### src/design/sncv_pkg.sv
package sncv_pkg;

   localparam int unsigned CHAR_W   = 8;
   localparam int unsigned BASE_LEN = 8;
   localparam int unsigned EXT_LEN  = 3;

   localparam logic [3:0] FULL_LEN_C = 4'd11;
   localparam logic [3:0] BASE_LEN_C = 4'd8;
   localparam logic [1:0] EXT_LEN_C  = 2'd3;

   localparam logic [CHAR_W-1:0] CH_NUL   = 8'h00;
   localparam logic [CHAR_W-1:0] CH_DOT   = 8'h2E;
   localparam logic [CHAR_W-1:0] CH_SPACE = 8'h20;

   typedef logic [CHAR_W-1:0]                char_type;
   typedef logic [BASE_LEN-1:0][CHAR_W-1:0] base_type;
   typedef logic [EXT_LEN-1:0][CHAR_W-1:0]  ext_type;

   typedef struct packed {
      base_type base_chars;
      ext_type  ext_chars;
   } result_type;

   localparam base_type BASE_BLANK = {BASE_LEN{CH_SPACE}};
   localparam ext_type  EXT_BLANK  = {EXT_LEN{CH_SPACE}};

   function automatic char_type upcase(input char_type c);
      if (c >= 8'h61 && c <= 8'h7A) begin
         return c - 8'h20;
      end
      return c;
   endfunction

   function automatic logic is_ws(input char_type c);
      return (c == CH_SPACE) || (c >= 8'h09 && c <= 8'h0D);
   endfunction

endpackage

### src/design/sncv_core.sv
module sncv_core (
   input  logic                  clock,
   input  logic                  reset,
   input  logic                  step_en,
   input  sncv_pkg::char_type    step_ch,
   input  logic                  step_dir,
   output sncv_pkg::result_type  name_out
);
   import sncv_pkg::*;

   typedef enum logic [2:0] {
      PH_FIRST  = 3'd0,
      PH_SKIP   = 3'd1,
      PH_DOT1   = 3'd2,
      PH_IGNORE = 3'd3,
      PH_BASE   = 3'd4,
      PH_EXT    = 3'd5
   } phase_type;

   phase_type  phase_ff, phase_in;
   base_type   base_ff, base_in;
   ext_type    ext_ff, ext_in;
   logic [3:0] base_count_ff, base_count_in;
   logic [1:0] ext_count_ff, ext_count_in;
   logic       dir_mode_ff, dir_mode_in;

   always_comb begin
      phase_type ph;
      char_type  up;
      logic      dir;
      logic [3:0] limit;

      phase_in      = phase_ff;
      base_in       = base_ff;
      ext_in        = ext_ff;
      base_count_in = base_count_ff;
      ext_count_in  = ext_count_ff;
      dir_mode_in   = dir_mode_ff;
      up            = upcase(step_ch);
      ph            = phase_ff;
      dir           = dir_mode_ff;
      limit         = BASE_LEN_C;

      if (step_en) begin
         if (phase_ff == PH_FIRST) begin
            dir = step_dir;
            ph  = PH_SKIP;
         end
         dir_mode_in = dir;
         phase_in    = ph;
         limit       = dir ? FULL_LEN_C : BASE_LEN_C;

         if (step_ch == CH_NUL) begin
            phase_in      = PH_FIRST;
            base_in       = BASE_BLANK;
            ext_in        = EXT_BLANK;
            base_count_in = '0;
            ext_count_in  = '0;
            dir_mode_in   = 1'b0;
         end else begin
            case (ph)
               PH_SKIP: begin
                  if (!is_ws(step_ch)) begin
                     if (step_ch == CH_DOT) begin
                        base_in[0] = CH_DOT;
                        phase_in   = PH_DOT1;
                     end else begin
                        base_in[0]    = up;
                        base_count_in = 4'd1;
                        phase_in      = PH_BASE;
                     end
                  end
               end
               PH_DOT1: begin
                  if (step_ch == CH_DOT) begin
                     base_in[1] = CH_DOT;
                  end
                  phase_in = PH_IGNORE;
               end
               PH_BASE: begin
                  if (step_ch == CH_DOT) begin
                     ext_in   = EXT_BLANK;
                     phase_in = PH_EXT;
                  end else begin
                     if (base_count_ff < limit) begin
                        if (base_count_ff < BASE_LEN_C) begin
                           base_in[base_count_ff[2:0]] = up;
                        end else begin
                           ext_in[base_count_ff[1:0]] = up;
                        end
                     end
                     if (base_count_ff < FULL_LEN_C) begin
                        base_count_in = base_count_ff + 4'd1;
                     end
                  end
               end
               PH_EXT: begin
                  if (ext_count_ff < EXT_LEN_C) begin
                     ext_in[ext_count_ff] = up;
                     ext_count_in         = ext_count_ff + 2'd1;
                  end
               end
               default: begin
               end
            endcase
         end
      end
   end

   always_ff @(posedge clock) begin
      if (reset) begin
         phase_ff      <= PH_FIRST;
         base_ff       <= BASE_BLANK;
         ext_ff        <= EXT_BLANK;
         base_count_ff <= '0;
         ext_count_ff  <= '0;
         dir_mode_ff   <= 1'b0;
      end else begin
         phase_ff      <= phase_in;
         base_ff       <= base_in;
         ext_ff        <= ext_in;
         base_count_ff <= base_count_in;
         ext_count_ff  <= ext_count_in;
         dir_mode_ff   <= dir_mode_in;
      end
   end

   assign name_out.base_chars = base_ff;
   assign name_out.ext_chars  = ext_ff;

endmodule

### src/design/short_name_converter.sv
// Channel  Direction  Handshake           Payload
// req_     in         req_valid/req_stall req_ch[7:0], req_is_dir
// rsp_     out        rsp_valid/rsp_stall rsp_base_chars[63:0], rsp_ext_chars[23:0]
//
// One byte is taken every cycle unless req_stall holds the input; a result becomes valid once
// its zero byte leaves the input register while the result register is free.
// The rate is set by the name state update behind the input register.
// Reset clears the name state to all spaces and empties both registers.
// A zero byte waits in the input register only while a result is stalled.
module short_name_converter (
   input  logic        clock,
   input  logic        reset,
   input  logic        req_valid,
   output logic        req_stall,
   input  logic [7:0]  req_ch,
   input  logic        req_is_dir,
   output logic        rsp_valid,
   input  logic        rsp_stall,
   output logic [63:0] rsp_base_chars,
   output logic [23:0] rsp_ext_chars
);
   import sncv_pkg::*;

   logic       in_valid_ff;
   char_type   in_ch_ff;
   logic       in_dir_ff;
   logic       out_free;
   logic       advance;
   logic       release_name;
   result_type name_cur;
   result_type rsp_data_ff;
   logic       rsp_valid_ff;

   assign out_free     = !rsp_valid_ff || !rsp_stall;
   assign advance      = in_valid_ff && ((in_ch_ff != CH_NUL) || out_free);
   assign release_name = advance && (in_ch_ff == CH_NUL);
   assign req_stall    = in_valid_ff && !advance;

   always_ff @(posedge clock) begin
      if (reset) begin
         in_valid_ff <= 1'b0;
      end else if (!req_stall) begin
         in_valid_ff <= req_valid;
      end
   end

   always_ff @(posedge clock) begin
      if (req_valid && !req_stall) begin
         in_ch_ff  <= req_ch;
         in_dir_ff <= req_is_dir;
      end
   end

   sncv_core u_core (
      .clock    (clock),
      .reset    (reset),
      .step_en  (advance),
      .step_ch  (in_ch_ff),
      .step_dir (in_dir_ff),
      .name_out (name_cur)
   );

   always_ff @(posedge clock) begin
      if (reset) begin
         rsp_valid_ff <= 1'b0;
      end else if (release_name) begin
         rsp_valid_ff <= 1'b1;
      end else if (!rsp_stall) begin
         rsp_valid_ff <= 1'b0;
      end
   end

   always_ff @(posedge clock) begin
      if (release_name) begin
         rsp_data_ff <= name_cur;
      end
   end

   assign rsp_valid      = rsp_valid_ff;
   assign rsp_base_chars = rsp_data_ff.base_chars;
   assign rsp_ext_chars  = rsp_data_ff.ext_chars;

   // A name is released only from a terminating zero byte.
   a_release_from_nul: assert property (@(posedge clock) disable iff (reset)
      $rose(rsp_valid_ff) |-> $past(in_valid_ff && in_ch_ff == CH_NUL))
      else $error("result raised without a terminating byte");

   // The input side stalls only behind a stalled result.
   a_stall_cause: assert property (@(posedge clock) disable iff (reset)
      req_stall |-> (rsp_valid_ff && rsp_stall && in_ch_ff == CH_NUL))
      else $error("input stalled without a stalled result");

   // A released name always shows up as a valid result in the next cycle.
   a_release_shows: assert property (@(posedge clock) disable iff (reset)
      release_name |=> rsp_valid_ff)
      else $error("released name not presented");

endmodule
### config.mk
export PLATFORM = sky130hd
export DESIGN_NAME = short_name_converter
export DESIGN_NICKNAME = d
export VERILOG_FILES = /design/src/design/sncv_pkg.sv /design/src/design/sncv_core.sv /design/src/design/short_name_converter.sv
export SDC_FILE = /design/constraint.sdc
export NUM_CORES = 1
export LEC_CHECK = 0
export ABC_CLOCK_PERIOD_IN_PS = 6400
export BUFFER_PORTS_ARGS = -buffer_cell sky130_fd_sc_hd__buf_2
export CAP_MARGIN = 10
export CELL_PAD_IN_SITES_DETAIL_PLACEMENT = 0
export CELL_PAD_IN_SITES_GLOBAL_PLACEMENT = 1
export CORE_MARGIN = 2
export CORE_UTILIZATION = 41
export CTS_CLUSTER_DIAMETER = 40
export DETAILED_ROUTE_END_ITERATION = 10
export GPL_TIMING_DRIVEN = 0
export PLACE_DENSITY_LB_ADDON = 0.3
export SLEW_MARGIN = 10
export SYNTH_ARGS = -nofsm -noshare
export SYNTH_HDL_FRONTEND = slang
export SYNTH_HIERARCHICAL = 1
export SYNTH_SLANG_ARGS = --single-unit
### constraint.sdc
create_clock -name clock -period 6.4 [get_ports clock]
set_input_delay 0.96 -clock clock [delete_from_list [all_inputs] [get_ports clock]]
set_output_delay 0.96 -clock clock [all_outputs]
set_load 0.02 [all_outputs]
==> run metrics <==
post-DP HPWL 14200 um; # hold bufs at CTS 0; vias per inst 5.55; Rows 50; P&R area growth vs syn 19.3%; Fillers 1693; top cells by area, synth edfxtp_1 38%, dfxtp_1 26%, nor2_1 2.9%, mux2i_1 2.7%, nand2_1 2.4%; count of different cell masters after synthesis 65; maximum vdd ir drop 0.177 mV; Final period util 51.8%; Initial Util 41.6%; slew margin rel. 19.0%; ANT cells 0; RSZ-0062 raised after global routing false; number of global-route vias before repair 5652; max incr delay on CP 0.52 ns; global-route wire length before repair 31400 um; most frequent cell on the critical path clkbuf_1; Final min period 3.31 ns; critical path buffer and inverter count 3; CP max FO 10; number of H-tree levels 4; final slew viol count 0; maxcap violations 0; final wirelength 20100 um; minimum hold slack 0.435 ns; largest net degree at the start of global routing 19; Post-CTS Resized 0; routed via count 5653; Synth area leader edfxtp_1; CTS clk-pin slew, worst paths 0.07 ns; Hold Fails Final Rpt 0; clock insertion delay at the later pin of the skew report 0.43 ns; ys async rst share 0%; CTS tree built; Die ar. 0.0200 sq mm; overall die height 141 um; slowest CP cell or4_1; Synth Flop Type dfxtp_1; WP data arrival 3.63 ns; Worst Path Class, Setup reg -> reg; setup_tns 0 ns; fmax 0.302 GHz; syn avg cell area 12.1 sq um; Yosys reg bits 197; crit start category flip-flop; yosys warns 6; Worst Skew 0.00963 ns; 1st-iter DRT viols 309; Critical Path, Cell by Cell or4_1 -> buf_2 -> o31a_2 -> clkbuf_1 -> o21a_1 -> clkbuf_1 -> a22o_1 -> nand3_1 -> mux2_2; Critical Path End Type flip-flop; postcts setup bufs 0; hold crit path type reg -> reg; post-synthesis net count 667; clk buf depth 2; setup violators final 0; post-synth top area share 37.6%; I/O Buffers 102; routed len/inst 19.8 um; Final GP Congestion 0.887; most frequent cells after synthesis 100 x dfxtp_1, 97 x edfxtp_1, 59 x nor2_1; Remaining DRCs 0; Worst Tran Pin Value 1.20 ns; post-synthesis sequential area ratio 63.4%; First-pass DRT Iterations 5; P_leak 0.00343 uW; Ports 103; global route total overflow 0; Mapped Cells 643; EDFF count, synth 97; Die Wd 141 um; Crit path max-delay family compound AO/OA/AOI/OAI gates; total CTS buffers 17; mapped cell area 0.00775 sq mm; gr usage total 20.6%; Pwr per Cell Area 277 mW/mm^2; layout cells sized above 1 22.6%; CTS root buf clkbuf_16; status finished clean; post-route ant nets 0; initial antenna violation count 0; CTS sink count 197; fin nets 796; Critical Path RT 6.72 ns; count leader, synth dfxtp_1; Core Box Area 0.0186 sq mm
stage by stage:
step | cells | power, uW | utilization, % | area, sq um | worst slack [ns]
global route | 1018 | 2630 | 49.6 | 9240 | 2.89
detailed placement | 986 | 1500 | 46.4 | 8650 | 2.76
floorplan | 643 | 1450 | - | 7760 | 1.96
CTS | 1017 | 2570 | 49.5 | 9240 | 3.07
finish | 1018 | 2560 | 49.6 | 9240 | 3.09
global placement | 979 | 1500 | 45.9 | 8560 | 1.06
area by class of cell:
type	instances	area (sq um)	share of cell area (%)
Buffer	40	178	1.92
Clock buffer	20	447	4.83
Clock inverter	11	144	1.56
Inverter	22	82.6	0.894
Multi-Input combinational cell	384	2590	28.1
Sequential cell	197	4910	53.2
Tap cell	234	293	3.17
Timing Repair Buffer	110	588	6.36
sequential cells by signal, summed over array words and instances (netlist names):
name,count
rsp_valid,1
u_core/base_count_ff,4
in_ch_ff,8
in_valid_ff,1
in_dir_ff,1
rsp_ext_chars,24
rsp_base_chars,64
u_core/name_out,88
u_core/phase_ff,3
u_core/ext_count_ff,2
u_core/dir_mode_ff,1
report_power, final:
group          internal, uW  switching, uW
clock network           595            485
registers              1320           10.6
logic                  42.2           98.4
total                  1960            594
logic make-up after synthesis:
kind of cell	Yosys count	share of synthesized area, %
fa+ha+maj	11	1.78
mux	28	3.73
buf+inv	62	3.36
simple gates	203	13.5
flops	197	63.4
compound gates	142	14.2
worst paths after layout:
check / end / cells after the start / slack [ns] / startpoint
worst max-delay path: u_core/name_out[35] / 9 / 3.09 / in_ch_ff[0]
worst min-delay path: rsp_base_chars[9] / 0 / 0.43 / u_core/name_out[33]
worst max register to register: u_core/name_out[35] / 9 / 3.09 / in_ch_ff[0]
worst min register to register: rsp_base_chars[9] / 0 / 0.43 / u_core/name_out[33]
metal layers:
| metal | part of all wire [%] | vias up | global-route usage, % |
|---|---|---|---|
| met3 | 5.3 | 23 | 3.95 |
| met2 | 47 | 192 | 33.0 |
| met4 | 1.7 | 0 | 7.05 |
| li1 | - | 2686 | - |
| met1 | 46 | 2752 | 28.2 |
| met5 | 0 | - | 0 |
cells in the final DEF (no fill, tap or decap), types with 4 or more instances in the layout:
| cell | instances |
|---|---|
| a22oi_1 | 20 |
| nor3_1 | 12 |
| and4b_1 | 4 |
| buf_2 | 114 |
| o31ai_1 | 7 |
| mux2_2 | 7 |
| inv_1 | 22 |
| nor2b_1 | 9 |
| nor3b_1 | 4 |
| ha_1 | 11 |
| nand3b_1 | 5 |
| and3_1 | 7 |
| or4_1 | 7 |
| clkbuf_1 | 26 |
| a21oi_1 | 19 |
| o21ai_0 | 17 |
| nand2b_1 | 4 |
| nand2_1 | 49 |
| a22o_1 | 5 |
| and2_1 | 8 |
| buf_6 | 8 |
| buf_1 | 4 |
| nand3_1 | 13 |
| clkbuf_16 | 17 |
| a32oi_1 | 12 |
| a32o_1 | 11 |
| o311ai_0 | 5 |
| o211ai_1 | 7 |
| dfxtp_1 | 100 |
| o32a_1 | 4 |
| nor2_1 | 59 |
| edfxtp_1 | 97 |
| mux2i_1 | 21 |
(Power assumes the default switching activity.)
